## src/rtl/core/rcitp_pkg.sv

```systemverilog
// Package for the repeat-count integer token parser.
// Holds the parser state and result types, the character and error codes
// and the saturation limit. It depends on nothing.
package rcitp_pkg;

   localparam logic [1:0] PHASE_START   = 2'd0;
   localparam logic [1:0] PHASE_SIGN    = 2'd1;
   localparam logic [1:0] PHASE_DIGITS  = 2'd2;
   localparam logic [1:0] PHASE_STOPPED = 2'd3;

   localparam logic [1:0] ERR_NONE    = 2'd0;
   localparam logic [1:0] ERR_MISSING = 2'd1;
   localparam logic [1:0] ERR_RANGE   = 2'd2;

   localparam logic [7:0] CHAR_STAR  = 8'h2A;
   localparam logic [7:0] CHAR_PLUS  = 8'h2B;
   localparam logic [7:0] CHAR_MINUS = 8'h2D;
   localparam logic [7:0] CHAR_ZERO  = 8'h30;
   localparam logic [7:0] CHAR_NINE  = 8'h39;
   localparam logic [7:0] CHAR_SPACE = 8'h20;
   localparam logic [7:0] CHAR_TAB   = 8'h09;
   localparam logic [7:0] CHAR_CR    = 8'h0D;

   localparam logic [32:0] MAG_CAP     = 33'h0_8000_0001;
   localparam logic [32:0] LIMIT_POS   = 33'h0_7FFF_FFFF;
   localparam logic [32:0] LIMIT_NEG   = 33'h0_8000_0000;

   typedef struct packed {
      logic        in_token;
      logic        after_star;
      logic [1:0]  number_phase;
      logic        negative_sign;
      logic [32:0] accumulator;
      logic [31:0] saved_count;
      logic [1:0]  error_code;
   } state_type;

   typedef struct packed {
      logic [31:0] token_value;
      logic [30:0] repeat_count;
      logic [1:0]  parse_error;
      logic        buffer_done;
   } result_type;

endpackage

```

## src/rtl/core/repeat_count_integer_token_parser.sv

```systemverilog
// Top level of the repeat-count integer token parser.
// Holds the parser state and the result register; the per-byte logic
// lives in rcitp_step and the types in rcitp_pkg.

// The parser takes one text byte per cycle and splits the text into tokens
// at whitespace; each token, plain V or N*V, yields one result beat in the
// cycle after the byte that closes it. The rate, when not stalled, is one
// byte per cycle, set by the single decimal multiply-add that updates the
// accumulator for each byte; req_tready falls only while a result beat waits
// and rsp_tready is low. Errors return zero value and count, and the final
// byte of a buffer always leaves the parser in its reset state.
module repeat_count_integer_token_parser (
   input  logic        clock,
   input  logic        reset,
   input  logic        req_tvalid,
   output logic        req_tready,
   input  logic [7:0]  req_tdata,  // [7:0] char_code
   input  logic        req_tlast,  // end_of_buffer
   output logic        rsp_tvalid,
   input  logic        rsp_tready,
   output logic [63:0] rsp_tdata,  // [31:0] token_value, [62:32] repeat_count, [63] zero
   output logic [1:0]  rsp_tuser,  // [1:0] parse_error
   output logic        rsp_tlast   // buffer_done
);

   rcitp_pkg::state_type  state_ff, state_in;
   rcitp_pkg::result_type result_ff, step_result;
   logic                  rsp_valid_ff, rsp_valid_in;
   logic                  step_valid;
   logic                  req_accept;

   rcitp_step u_step (
      .cur_state     (state_ff),
      .char_code     (req_tdata),
      .end_of_buffer (req_tlast),
      .nxt_state     (state_in),
      .result        (step_result),
      .result_valid  (step_valid)
   );

   assign req_tready = !rsp_valid_ff || rsp_tready;
   assign req_accept = req_tvalid && req_tready;

   always_comb begin
      rsp_valid_in = rsp_valid_ff;
      if (rsp_tready) begin
         rsp_valid_in = 1'b0;
      end
      if (req_accept && step_valid) begin
         rsp_valid_in = 1'b1;
      end
   end

   always_ff @(posedge clock) begin
      if (reset) begin
         state_ff     <= '0;
         rsp_valid_ff <= 1'b0;
      end else begin
         rsp_valid_ff <= rsp_valid_in;
         if (req_accept) begin
            state_ff <= state_in;
         end
      end
   end

   always_ff @(posedge clock) begin
      if (req_accept && step_valid) begin
         result_ff <= step_result;
      end
   end

   assign rsp_tvalid = rsp_valid_ff;
   assign rsp_tdata  = {1'b0, result_ff.repeat_count, result_ff.token_value};
   assign rsp_tuser  = result_ff.parse_error;
   assign rsp_tlast  = result_ff.buffer_done;

   a_error_zero: assert property (@(posedge clock) disable iff (reset)
      rsp_tvalid && rsp_tuser != rcitp_pkg::ERR_NONE |-> rsp_tdata == 64'd0)
      else $error("error result carries non-zero value or count");

   a_buffer_reset: assert property (@(posedge clock) disable iff (reset)
      req_accept && req_tlast |=> state_ff == '0)
      else $error("parser state not cleared after final byte");

   a_error_code: assert property (@(posedge clock) disable iff (reset)
      rsp_tvalid |-> rsp_tuser != 2'd3)
      else $error("undefined error code on result");

   a_ready_free: assert property (@(posedge clock) disable iff (reset)
      !rsp_valid_ff |-> req_tready)
      else $error("input stalled with an empty result register");

endmodule

```

## src/rtl/core/rcitp_step.sv

```systemverilog
// Next-state and result logic for one byte of the token parser.
// Purely combinational; uses the state and result types of rcitp_pkg.
module rcitp_step (
   input  rcitp_pkg::state_type  cur_state,
   input  logic [7:0]            char_code,
   input  logic                  end_of_buffer,
   output rcitp_pkg::state_type  nxt_state,
   output rcitp_pkg::result_type result,
   output logic                  result_valid
);

   function automatic logic [1:0] part_error(rcitp_pkg::state_type s);
      logic [32:0] limit;
      limit = s.negative_sign ? rcitp_pkg::LIMIT_NEG : rcitp_pkg::LIMIT_POS;
      if (s.error_code != rcitp_pkg::ERR_NONE) begin
         return s.error_code;
      end else if (s.number_phase == rcitp_pkg::PHASE_START ||
                   s.number_phase == rcitp_pkg::PHASE_SIGN) begin
         return rcitp_pkg::ERR_MISSING;
      end else if (s.accumulator > limit) begin
         return rcitp_pkg::ERR_RANGE;
      end
      return rcitp_pkg::ERR_NONE;
   endfunction

   function automatic logic [31:0] part_value(rcitp_pkg::state_type s);
      logic [31:0] mag;
      mag = s.accumulator[31:0];
      return s.negative_sign ? (32'd0 - mag) : mag;
   endfunction

   logic        is_space;
   logic        is_digit;
   logic [35:0] acc_sum;
   logic [31:0] count_value;
   logic [31:0] close_value;
   logic [31:0] close_count;
   logic [1:0]  close_error;
   rcitp_pkg::state_type st;

   assign is_space = (char_code == rcitp_pkg::CHAR_SPACE) ||
                     (char_code >= rcitp_pkg::CHAR_TAB && char_code <= rcitp_pkg::CHAR_CR);
   assign is_digit = (char_code >= rcitp_pkg::CHAR_ZERO) &&
                     (char_code <= rcitp_pkg::CHAR_NINE);
   assign acc_sum  = ({3'b000, cur_state.accumulator} << 3) +
                     ({3'b000, cur_state.accumulator} << 1) +
                     {32'd0, 4'(char_code - rcitp_pkg::CHAR_ZERO)};

   always_comb begin
      st           = cur_state;
      count_value  = part_value(cur_state);
      close_value  = 32'd0;
      close_count  = 32'd0;
      close_error  = rcitp_pkg::ERR_NONE;
      result       = '0;
      result_valid = 1'b0;

      if (!is_space) begin
         if (char_code == rcitp_pkg::CHAR_STAR && st.in_token && !st.after_star) begin
            st.error_code    = part_error(cur_state);
            st.saved_count   = count_value[31] ? 32'd0 : count_value;
            st.after_star    = 1'b1;
            st.number_phase  = rcitp_pkg::PHASE_START;
            st.negative_sign = 1'b0;
            st.accumulator   = '0;
         end else begin
            if (is_digit) begin
               if (st.number_phase != rcitp_pkg::PHASE_STOPPED) begin
                  st.accumulator  = (acc_sum > {3'b000, rcitp_pkg::MAG_CAP}) ?
                                    rcitp_pkg::MAG_CAP : acc_sum[32:0];
                  st.number_phase = rcitp_pkg::PHASE_DIGITS;
               end
            end else if (st.number_phase == rcitp_pkg::PHASE_START &&
                         (char_code == rcitp_pkg::CHAR_PLUS ||
                          char_code == rcitp_pkg::CHAR_MINUS)) begin
               st.negative_sign = (char_code == rcitp_pkg::CHAR_MINUS);
               st.number_phase  = rcitp_pkg::PHASE_SIGN;
            end else begin
               if ((st.number_phase == rcitp_pkg::PHASE_START ||
                    st.number_phase == rcitp_pkg::PHASE_SIGN) &&
                   st.error_code == rcitp_pkg::ERR_NONE) begin
                  st.error_code = rcitp_pkg::ERR_MISSING;
               end
               st.number_phase = rcitp_pkg::PHASE_STOPPED;
            end
            st.in_token = 1'b1;
         end
      end

      if (st.in_token && (is_space || end_of_buffer)) begin
         close_error = part_error(st);
         close_value = part_value(st);
         close_count = st.after_star ? st.saved_count : 32'd1;
         if (close_error != rcitp_pkg::ERR_NONE) begin
            close_value = 32'd0;
            close_count = 32'd0;
         end
         result.token_value  = close_value;
         result.repeat_count = close_count[30:0];
         result.parse_error  = close_error;
         result.buffer_done  = end_of_buffer;
         result_valid        = 1'b1;
         st                  = '0;
      end

      if (end_of_buffer) begin
         st = '0;
      end
      nxt_state = st;
   end

endmodule

```

## config.mk

```make
export PLATFORM = sky130hd
export DESIGN_NAME = repeat_count_integer_token_parser
export DESIGN_NICKNAME = d
export VERILOG_FILES = /design/src/rtl/core/rcitp_pkg.sv /design/src/rtl/core/repeat_count_integer_token_parser.sv /design/src/rtl/core/rcitp_step.sv
export SDC_FILE = /design/constraint.sdc
export NUM_CORES = 1
export LEC_CHECK = 0
export ABC_AREA = 1
export BUFFER_PORTS_ARGS = -buffer_cell sky130_fd_sc_hd__buf_2
export CORE_MARGIN = 2
export CORE_UTILIZATION = 50
export CTS_CLUSTER_DIAMETER = 150
export CTS_CLUSTER_SIZE = 14
export DETAILED_ROUTE_END_ITERATION = 16
export PLACE_DENSITY_LB_ADDON = 0.08
export SLEW_MARGIN = 20
export SYNTH_ARGS = -nofsm -noshare
export SYNTH_HDL_FRONTEND = slang
export SYNTH_SLANG_ARGS = --single-unit
export TNS_END_PERCENT = 30
```

## constraint.sdc

```tcl
create_clock -name clock -period 8.65 [get_ports clock]
set_input_delay 1.2975 -clock clock [delete_from_list [all_inputs] [get_ports clock]]
set_output_delay 1.2975 -clock clock [all_outputs]
set_load 0.02 [all_outputs]
```

==> metrics.sh, run 1 <==
CRITPATHLAUNCHTYPE='input pin'
REG2REGPATHDEPTH=28
CTS-ROOT-BUF='clkbuf_16'
GLOBALROUTE.TOTALOVERFLOW=0
CLOCKBUFFERDEPTH=2
SYNTH.LIB_CELLS_USED.DISTINCT=56
TIMING.HOLD.WORST.START='state_ff[9]'
STD_CELL_ROWS=57
MET3_WIRELENGTH_UM=2500
R2R_START='state_ff[52]'
WIRE_PER_INST_UM=17.3
VIASPERCELL=5.56
FINALWEIGHTEDCONGESTION=0.973
SETUP_TOTAL_NEGATIVE_SLACK_NS=0
FLOORPLAN.INITIALDENSITY_PCT=51.3
POST-CTS-SETUP-BUFFERS=0
SYNTH_TOP_CELLS_BY_AREA='nand2_1, edfxtp_1, ha_1, dfxtp_1, a21oi_1'
UPPERMOST_ROUTED_LAYER='met4'
AREA_DELTA_SYNTH_FINAL_PCT=10.3
WORST_SETUP_PATH_END_KIND='flip-flop'
RSZ0062_AT_GRT='no'
STATIC-LEAKAGE-POWER_uW=0.00654
CRIT_TYPE='in -> reg'
VIAS=12600
STATUS='complete, no violations'
TIMING_MAX_TRANSITION_VIOLATIONS_FINAL=0
PLACED_WIRE_LENGTH_ESTIMATE_AFTER_DETAILED_PLACEMENT_UM=29800
TOTALPOWERFINAL_uW=1640
CTS_HOLD_REPAIR.BUFFERS=0
DESTINATION_OF_THE_WORST_REGISTER_TO_REGISTER_TIMING_PATH='rsp_tdata[49]'
WORST_IR_DROP_VDD_mV=0.0961
CTS_TREE='yes'
YOSYSTOPAREACELLSHARE_PCT=17.2
WORST_SLEW_MARGIN_REL_PCT=32.7
CTS.SINK_COUNT=138
GRT_PASS1_VIAS=11900
SETUP_VIOL_COUNT_FINAL=0
PLACED_AREA_UM2=13200
WIRELENGTH_UM=39200
FINAL.SETUP_SKEW_NS=0.0194
DRT_PASS1_ITERATIONS=6
INITIAL_DRC_COUNT=1079
GRT_MAX_DEGREE=73
SYN-INSTANCE-COUNT=1870
LAYOUT.CORE_UTILIZATION_PCT=56.6
GLOBAL_ROUTE_WIRE_LENGTH_BEFORE_REPAIR_UM=62600
CP_SLOWEST_CELL='nand2_1'
SYNTH_LARGEST_AREA_CELL='nand2_1'
MAX_CAP_VIOL_COUNT=0
CLOCK_LATENCY_NS=0.44
MET2WIRELENGTH_UM=18400
WORST_EP_REQUIRED_TIME_NS=8.91
CTS_REPAIR_RESIZE_COUNT=0
WHS_ENDPOINT='state_ff[9]'
SYNTHFLOPTYPE='dfxtp_1'
NUM_IO_PINS=82
YOSYSWARNINGCOUNT=0
YS_SEQ_ELEMENTS=138
HOLDCRITPATHCLASS='reg -> reg'
CP_COMMON_CELL='nand2_1'
FINAL_LAYOUT_SIZE_SUFFIX_GT1_SHARE_PCT=12.7
AVGSYNTHCELLAREA_UM2=6.71
FINALCRITICALPERIOD_NS=7.28
TIMING.HOLD.WORST_PATH_DEPTH=2
POST-ROUTE-PERIOD-UTIL_PCT=84.2
CRIT_PATH_MAX_FANOUT=30
TRACK_USAGE_PCT=30.2
NETLIST_TOP_CELLS_COUNT='nand2_1, nor2_1, inv_1'
PORTION_OF_THE_POST_SYNTHESIS_AREA_USED_BY_SEQUENTIAL_ELEMENTS_PCT=27.3
DRC_ERRORS=0
SYNTHESIS.AREA_UM2=12500
HOLD_VIOL=0
PLACEABLECOREAREA_UM2=24500
HTREE_LEVELS=4
PORT-BUFFER-COUNT=80
SYNTHARSTFLOPSHARE_PCT=0
WORST_EP_ARRIVAL_TIME_NS=7.54
CLK_PIN_SLEW_WORST_PATHS_NS=0.07
POWER-PER-CELL-AREA_nW_PER_UM2=118
TIMING.FMAX_MHz=137
FINISH.NET_COUNT=2073
FP.DIEH_UM=162
DIE_AREA_UM2=26400
POST_SYNTH_EDFFS=66
NUMCTSBUFFERS=17
ANTENNA_VIOLATING_NETS_POST_ROUTE=0
DIEWIDTH_UM=162
ANTENNA_FOUND_INITIAL=1
SYNTH_FP_NETS=2016
YOSYS.CELL_COUNT.TOP_TYPE='nand2_1'
MAX_SLEW.WORST_PIN.SLEW_NS=0.998
HOLD_WS_NS=0.465
FIN_AREA_UM2=13800
REGTOREGSETUPSLACK_NS=1.73
CRITICAL_PATH.MAX_STAGE_DELAY_NS=0.63
MET1_ROUTED_WIRELENGTH_AFTER_DETAILED_ROUTING_UM=16700
==> worst max path at each step <==
| stage | from | to | slack (ns) | depth (start not counted) |
|---|---|---|---|---|
| floorplan | req_tdata[3] | rsp_tdata[24] | 2.63 | 33 |
| global placement | req_tdata[3] | rsp_tdata[44] | 1.23 | 34 |
| detailed placement | req_tdata[3] | rsp_tdata[56] | 1.03 | 32 |
| CTS | req_tdata[3] | rsp_tdata[49] | 1.43 | 32 |
| global route | req_tdata[3] | rsp_tdata[56] | 0.73 | 34 |
| finish | req_tdata[3] | rsp_tdata[49] | 1.37 | 32 |
==> where the power goes <==
group	total, uW	switching, uW	internal (uW)
sequential	700	3.80	697
clock	839	342	497
combinational	97.4	74.4	23.0
total	1640	420	1220
==> stage by stage <==
stage / instances / worst slack (ns)
finish: 2266 / 1.37
CTS: 2264 / 1.43
global placement: 2232 / 1.23
floorplan: 1870 / 2.63
global route: 2264 / 0.727
detailed placement: 2232 / 1.03
==> registers in the layout, summed over array words and instances, names as in the netlist <==
register,count
state_ff,71
rsp_tdata,63
rsp_tuser,2
rsp_tlast,1
rsp_tvalid,1
==> cell families (layout without fill, tap and decap cells) <==
logic type | count (synthesis) | after routing | synth area share, %
and+or+nand+nor | 1043 | 1043 | 36.9
AOI/OAI and AO/OA | 268 | 268 | 12.0
buffers and inverters | 252 | 322 | 7.96
DFF | 138 | 138 | 27.3
adders and majority gates | 133 | 133 | 13.4
xor gates and xnor gates | 35 | 35 | 2.44
other | 1 | 3 | 0.0299
==> critical path: cells and delay by family <==
kind,cells,cell delay [ns]
AND/OR/NAND/NOR,18,2.59
AO/OA/AOI/OAI,6,1.56
adder cells (fa/ha/maj),3,1.36
buffers and inverters,5,0.70
==> routing by layer <==
metal	up-vias	global-route usage [%]
li1	6324	-
met1	5767	37.9
met2	412	51.0
met3	98	5.37
met4	0	13.3
met5	-	0
==> cell type report <==
class	count	area [um^2]
inverters	203	762
clock inverters	15	230
diodes	2	5.00
repair buffers	87	455
flip-flops and latches	138	3420
multi-input cells	1480	8130
fillers	2454	10600
clock buffers	17	425
well taps	324	405
==> layout by cell type (no fill, tap or decap), types with 3 or more instances in the layout <==
cell and instances:
a21oi_1 170, a31oi_1 3, buf_2 79, buf_4 8, bufinv_16 4, clkbuf_16 17
dfxtp_1 72, edfxtp_1 66, ha_1 131, inv_1 174, inv_2 28, inv_6 5
inv_8 3, nand2_1 575, nand2_2 29, nand2_4 4, nand3_1 104, nand3_2 12
nand3b_1 15, nand4_1 44, nor2_1 188, nor2_2 15, nor2_4 5, nor3_1 27
nor3_2 7, nor4_1 5, o2111ai_1 3, o211ai_1 3, o21a_1 3, o21ai_0 37
o21ai_1 16, o21ai_2 11, o21bai_1 5, o31ai_1 4, or2_2 7, xnor2_1 4
xor2_1 31
No activity file was read; power rests on OpenSTA's default activity.
==> run 2: changes to the inputs <==
ABC_AREA = 0   (was 1)
clock period = 7.5 ns   (was 8.65 ns; I/O delays follow)
==> metrics.sh, run 2 <==
STATUS='complete, no violations'
FILLCELLCOUNT=2091
CRIT_TYPE='in -> reg'
PLACED_WIRE_LENGTH_ESTIMATE_AFTER_DETAILED_PLACEMENT_UM=28400
SYNTHESIS.AREA_UM2=11600
PLACED_AREA_UM2=12700
NUM_IO_PINS=82
ANTENNA_VIOLATING_NETS_POST_ROUTE=0
YOSYSTOPAREACELLSHARE_PCT=17.1
WIRELENGTH_UM=37400
GLOBALROUTE.TOTALOVERFLOW=0
ADDER_CELL_FRACTION_OF_SYNTH_AREA_PCT=14.4
ANTENNA_CELLS_INSERTED=0
POST_SYNTH_EDFFS=66
SYNTH.LIB_CELLS_USED.DISTINCT=86
FINAL_LAYOUT_SIZE_SUFFIX_GT1_SHARE_PCT=15.5
ANTENNA_FOUND_INITIAL=0
SWITCHING_SHARE_PCT=27.3
DPL_WORST_SLACK_NS=-0.0859
GLOBAL_ROUTE_WIRE_LENGTH_BEFORE_REPAIR_UM=58000
YS_SEQ_ELEMENTS=138
PORTION_OF_THE_POST_SYNTHESIS_AREA_USED_BY_SEQUENTIAL_ELEMENTS_PCT=29.5
SYNTHFLOPTYPE='dfxtp_1'
INITIAL_DRC_COUNT=1037
VIASPERCELL=6.26
SEQ_POWER_SHARE_PCT=46.2
SYN-INSTANCE-COUNT=1404
AVGSYNTHCELLAREA_UM2=8.28
GRT_MAX_DEGREE=73
WORST_IR_DROP_VDD_mV=0.116
HOLD_VIOL=0
FINALWEIGHTEDCONGESTION=0.978
SYNTH_TOP_CELLS_BY_AREA='edfxtp_1, ha_1, dfxtp_1, nor2_1, a21oi_1'
HTREE_LEVELS=4
LAYOUT.CORE_UTILIZATION_PCT=58.4
CRIT_PATH_MAX_FANOUT=19
WORST_EP_ARRIVAL_TIME_NS=7.39
DIEWIDTH_UM=156
PLACEABLECOREAREA_UM2=22700
TOP_REGISTER_BY_NUMBER_OF_FLIP_FLOPS='state_ff'
DRT_PASS1_ITERATIONS=5
GRT_PASS1_VIAS=10400
NETLIST_TOP_CELLS_COUNT='nor2_1, ha_1, nand2_1'
CLOCK_LATENCY_NS=0.44
CTS_TREE='yes'
POWER-PER-CELL-AREA_nW_PER_UM2=131
YOSYSWARNINGCOUNT=0
DRC_ERRORS=0
WORST_SLEW_MARGIN_REL_PCT=27.7
STATIC-LEAKAGE-POWER_uW=0.00587
SYNTH_FP_NETS=1550
MAX_SLEW.WORST_PIN.SLEW_NS=1.08
FLOORPLAN.INITIALDENSITY_PCT=51.2
TRACK_USAGE_PCT=30.7
INTERNAL-POWER_uW=1270
RSZ0062_AT_GRT='yes'
PORT-BUFFER-COUNT=80
SYNTH-XOR-AREA-SHARE_PCT=5.50
FP.DIEH_UM=156
FINALCRITICALPERIOD_NS=7.15
AREA_DELTA_SYNTH_FINAL_PCT=14.1
MET3_WIRELENGTH_UM=2740
SYNTH_LARGEST_AREA_CELL='edfxtp_1'
POST-ROUTE-PERIOD-UTIL_PCT=95.3
COMB_POWER_SHARE_PCT=6.9
WORST_SETUP_PATH_END_KIND='flip-flop'
MAX_CAP_VIOL_COUNT=0
SYNTHARSTFLOPSHARE_PCT=0
SETUP_TOTAL_NEGATIVE_SLACK_NS=0
FINALWORSTSETUPSLACK_NS=0.352
FINISH.NET_COUNT=1659
LAYOUT.CELLS.MOST_COMMON='nor2_1'
POWER_SWITCHING_uW=476
VIAS=11300
TIMING.FMAX_MHz=140
FINAL.SETUP_SKEW_NS=0.0163
UPPERMOST_ROUTED_LAYER='met4'
MET2WIRELENGTH_UM=16800
TIMING_MAX_TRANSITION_VIOLATIONS_FINAL=0
CTS.SINK_COUNT=138
HOLDCRITPATHCLASS='reg -> reg'
CLOCKBUFFERDEPTH=2
NUMCTSBUFFERS=17
CRITPATHLAUNCHTYPE='input pin'
FINAL_CELL_MIX='nor2_1, ha_1, nand2_1, a21oi_1, buf_4'
FIN_AREA_UM2=13300
MET1_ROUTED_WIRELENGTH_AFTER_DETAILED_ROUTING_UM=16700
COMBINATIONAL_FAMILY_WITH_THE_MOST_AREA_AFTER_SYNTHESIS='compound AO/OA/AOI/OAI gates'
CTS_HOLD_REPAIR.BUFFERS=0
CLK_PIN_SLEW_WORST_PATHS_NS=0.06
SYNTH-COMPOUND-AREA-SHARE_PCT=26.1
YOSYS-MUX-AREA-FRACTION_PCT=0.538
DIE_AREA_UM2=24500
LARGEST_REGISTER_FF_COUNT=71
WIRE_PER_INST_UM=20.7
SIMPLE_GATE_SHARE_OF_THE_SYNTHESIZED_AREA_PCT=20.0
CTS-ROOT-BUF='clkbuf_16'
YOSYS.CELL_COUNT.TOP_TYPE='nor2_1'
CLKPWRFRAC_PCT=46.9
SETUP_VIOL_COUNT_FINAL=0
STD_CELL_ROWS=55
WORST_EP_REQUIRED_TIME_NS=7.75
-- run 2: cells by family after synthesis --
logic type,count (synthesis)
and+or+nand+nor,486
AOI/OAI and AO/OA,462
DFF,138
adders and majority gates,133
buffers and inverters,105
xor gates and xnor gates,73
muxes,6
other,1
-- run 2: final cells by class --
| cell class | instances | area (um^2) | area share, % |
|---|---|---|---|
| tap | 285 | 357 | 2.69 |
| timing repair buffer | 166 | 1050 | 7.93 |
| sequential | 138 | 3420 | 25.8 |
| multi-input combinational | 1161 | 7770 | 58.6 |
| inverter | 29 | 109 | 0.821 |
| clock inverter | 15 | 128 | 0.962 |
| clock buffer | 17 | 425 | 3.21 |
-- run 2: metrics by stage --
step                power (uW)  instances  hold WS (ns)
floorplan                  895       1404         0.448
global placement           939       1779         0.469
detailed placement         940       1779         0.480
CTS                       1750       1811         0.491
global route              1790       1811         0.526
finish                    1740       1811         0.494
-- run 2: repair_timing --
action / 4_1_cts / 5_1_grt
buffers inserted: 0 / 0
gates resized for setup: 0 / 4
endpoints found under the setup margin: 0 / 39
-- run 2: final timing paths --
kind,to,startpoint,depth (start not counted),slack (ns)
max,rsp_tdata[0],req_tdata[3],27,0.35
min,state_ff[2],state_ff[2],2,0.49
min reg2reg,state_ff[2],state_ff[2],2,0.49
max reg2reg,rsp_tdata[0],state_ff[34],26,0.75
-- run 2: layer usage --
layer | track usage, % | vias up
met2 | 48.1 | 460
met1 | 42.9 | 5337
li1 | - | 5463
met4 | 10.6 | 0
met5 | 0 | -
met3 | 4.79 | 74
-- run 2: critical path, cell delays in order --
cell and delay (ns):
buf_2 0.10, inv_1 0.07, fa_1 0.56, fa_1 0.48, nand2b_1 0.22, a211oi_4 0.39, o21ai_1 0.21, a31oi_1 0.31
xor2_1 0.13, a221o_1 0.33, nor4_1 0.32, a31o_1 0.20, and2_1 0.21, buf_4 0.23, a22o_1 0.23, ha_1 0.27
a21oi_1 0.15, nor2b_1 0.06, o21ai_0 0.19, nand3_1 0.11, a21oi_1 0.23, o21ai_0 0.12, o21ai_0 0.18, o21ai_0 0.14
nand4b_1 0.33, buf_4 0.30, nor2_1 0.22
-- run 2: power groups by stage --
stage | clock [uW] | combinational (uW) | sequential [uW]
2_1_floorplan | 0 | 57.8 | 837
3_3_place_gp | 0 | 118 | 821
3_5_place_dp | 0 | 118 | 821
4_1_cts | 828 | 119 | 804
5_1_grt | 856 | 128 | 806
6_report | 818 | 120 | 805
==> run 3: changes to the inputs <==
BUFFER_PORTS_ARGS = not set   (was -buffer_cell sky130_fd_sc_hd__buf_2)
DONT_BUFFER_PORTS = 1   (was not set)
HOLD_SLACK_MARGIN = 0.12   (was not set)
==> metrics.sh, run 3 (same netlist as run 2, synthesis figures left out) <==
TIMING_MAX_TRANSITION_VIOLATIONS_FINAL=0
FINAL_CELL_MIX='nor2_1, ha_1, nand2_1, a21oi_1, o21ai_0'
STATIC-LEAKAGE-POWER_uW=0.00549
CRIT_TYPE='in -> reg'
CP_SLOWEST_CELL='fa_1'
CRITICAL_PATH.MAX_STAGE_DELAY_NS=0.62
CRIT_BUF_INV=3
FLOORPLAN.INITIALDENSITY_PCT=51.2
CTS.SINK_COUNT=138
INITIAL_DRC_COUNT=901
DRC_ERRORS=0
VIAS=11200
WORST_SLEW_MARGIN_REL_PCT=41.1
ANTENNA_FOUND_INITIAL=0
GLOBAL_ROUTE_WIRE_LENGTH_BEFORE_REPAIR_UM=58600
DIEWIDTH_UM=156
AREA_DELTA_SYNTH_FINAL_PCT=10.2
SETUP_VIOL_COUNT_FINAL=0
MAX_CAP_VIOL_COUNT=0
STD_CELL_ROWS=55
DIE_AREA_UM2=24500
CRITPATHTOPFAMILY='simple AND/OR/NAND/NOR gates'
FINISH.NET_COUNT=1571
STATUS='complete, no violations'
LAYOUT.CELLS.MOST_COMMON='nor2_1'
FINALCRITICALPERIOD_NS=6.97
NUMCTSBUFFERS=17
ANTENNA_CELLS_INSERTED=0
WORST_IR_DROP_VDD_mV=0.125
HOLD_WS_NS=0.493
CTS-ROOT-BUF='clkbuf_16'
WIRE_PER_INST_UM=21.6
CLOCKBUFFERDEPTH=2
FINALWEIGHTEDCONGESTION=0.940
GLOBALROUTE.TOTALOVERFLOW=0
FINAL.SETUP_SKEW_NS=0.0227
LARGEST_REGISTER_FF_COUNT=71
WORST_SETUP_PATH_END_KIND='flip-flop'
CLK_PIN_SLEW_WORST_PATHS_NS=0.07
HTREE_LEVELS=4
GRT_MAX_DEGREE=73
TIMING.FMAX_MHz=144
CRIT_PATH_MAX_FANOUT=16
SETUP_TOTAL_NEGATIVE_SLACK_NS=0
WORST_EP_ARRIVAL_TIME_NS=7.26
CRITPATHLAUNCHTYPE='input pin'
PLACED_WIRE_LENGTH_ESTIMATE_AFTER_DETAILED_PLACEMENT_UM=27900
WORST_EP_REQUIRED_TIME_NS=7.79
DRT_PASS1_ITERATIONS=5
LAYOUTNONFILLERINSTCOUNT=1723
PLACEABLECOREAREA_UM2=22700
TOTALPOWERFINAL_uW=1740
CP_COMMON_CELL='o21ai_0'
ANTENNA_VIOLATING_NETS_POST_ROUTE=0
CTS_HOLD_REPAIR.BUFFERS=0
FINAL_LAYOUT_SIZE_SUFFIX_GT1_SHARE_PCT=10.4
DP.CELLS=1691
POST-ROUTE-PERIOD-UTIL_PCT=92.9
TOP_REGISTER_BY_NUMBER_OF_FLIP_FLOPS='state_ff'
HOLDCRITPATHCLASS='reg -> reg'
CLOCK_LATENCY_NS=0.45
POWER-PER-CELL-AREA_nW_PER_UM2=136
FP.DIEH_UM=156
NUM_IO_PINS=82
VIASPERCELL=6.50
WIRELENGTH_UM=37100
CTS_TREE='yes'
HOLD_VIOL=0
MAX_SLEW.WORST_PIN.SLEW_NS=0.875
RSZ0062_AT_GRT='no'
TRACK_USAGE_PCT=30.8
PORT-BUFFER-COUNT=0
GRT_PASS1_VIAS=10400
run 3: cell type report:
type | count | area (um^2)
multi-input combinational | 1161 | 7770
clock inverter | 15 | 131
timing repair buffer | 78 | 586
inverter | 29 | 109
tap | 285 | 357
fill | 2145 | 9910
clock buffer | 17 | 425
sequential | 138 | 3420
run 3: report_power, final:
part           switching [uW]  internal (uW)
clock                     399            436
combinational            59.0           20.9
sequential               20.8            801
run 3: path summary, 6_finish.rpt:
kind	start	endpoint	slack (ns)	depth (start not counted)
min reg2reg	state_ff[2]	state_ff[2]	0.49	2
max	req_tdata[3]	rsp_tdata[50]	0.53	28
max reg2reg	state_ff[44]	rsp_tdata[50]	0.80	27
min	state_ff[2]	state_ff[2]	0.49	2
run 3: per-stage QoR:
step,instance area [um^2],setup slack (ns),util [%]
6_report,12800,0.532,56.4
5_1_grt,12800,0.00690,56.4
4_1_cts,12800,0.548,56.3
3_5_place_dp,12200,0.153,53.9
3_3_place_gp,12200,0.239,53.9
2_1_floorplan,11600,0.521,-
run 3: routing by layer:
metal	vias up	global-route usage (%)	wire [um]
li1	5281	-	-
met5	-	0	0
met1	5390	43.0	16600
met2	449	48.5	16800
met3	75	4.82	2810
met4	0	10.1	960
run 3: worst min-delay path, delay by kind of cell, from the launching register on:
family | cells | cell delay [ns]
AO/OA/AOI/OAI | 1 | 0.06
flip-flops | 1 | 0.33
AND/OR/NAND/NOR | 1 | 0.08
run 3: repair_timing:
item / in CTS / in global routing
resized for setup: 0 / 2
buffers inserted: 0 / 0
setup endpoints to repair: 0 / 32
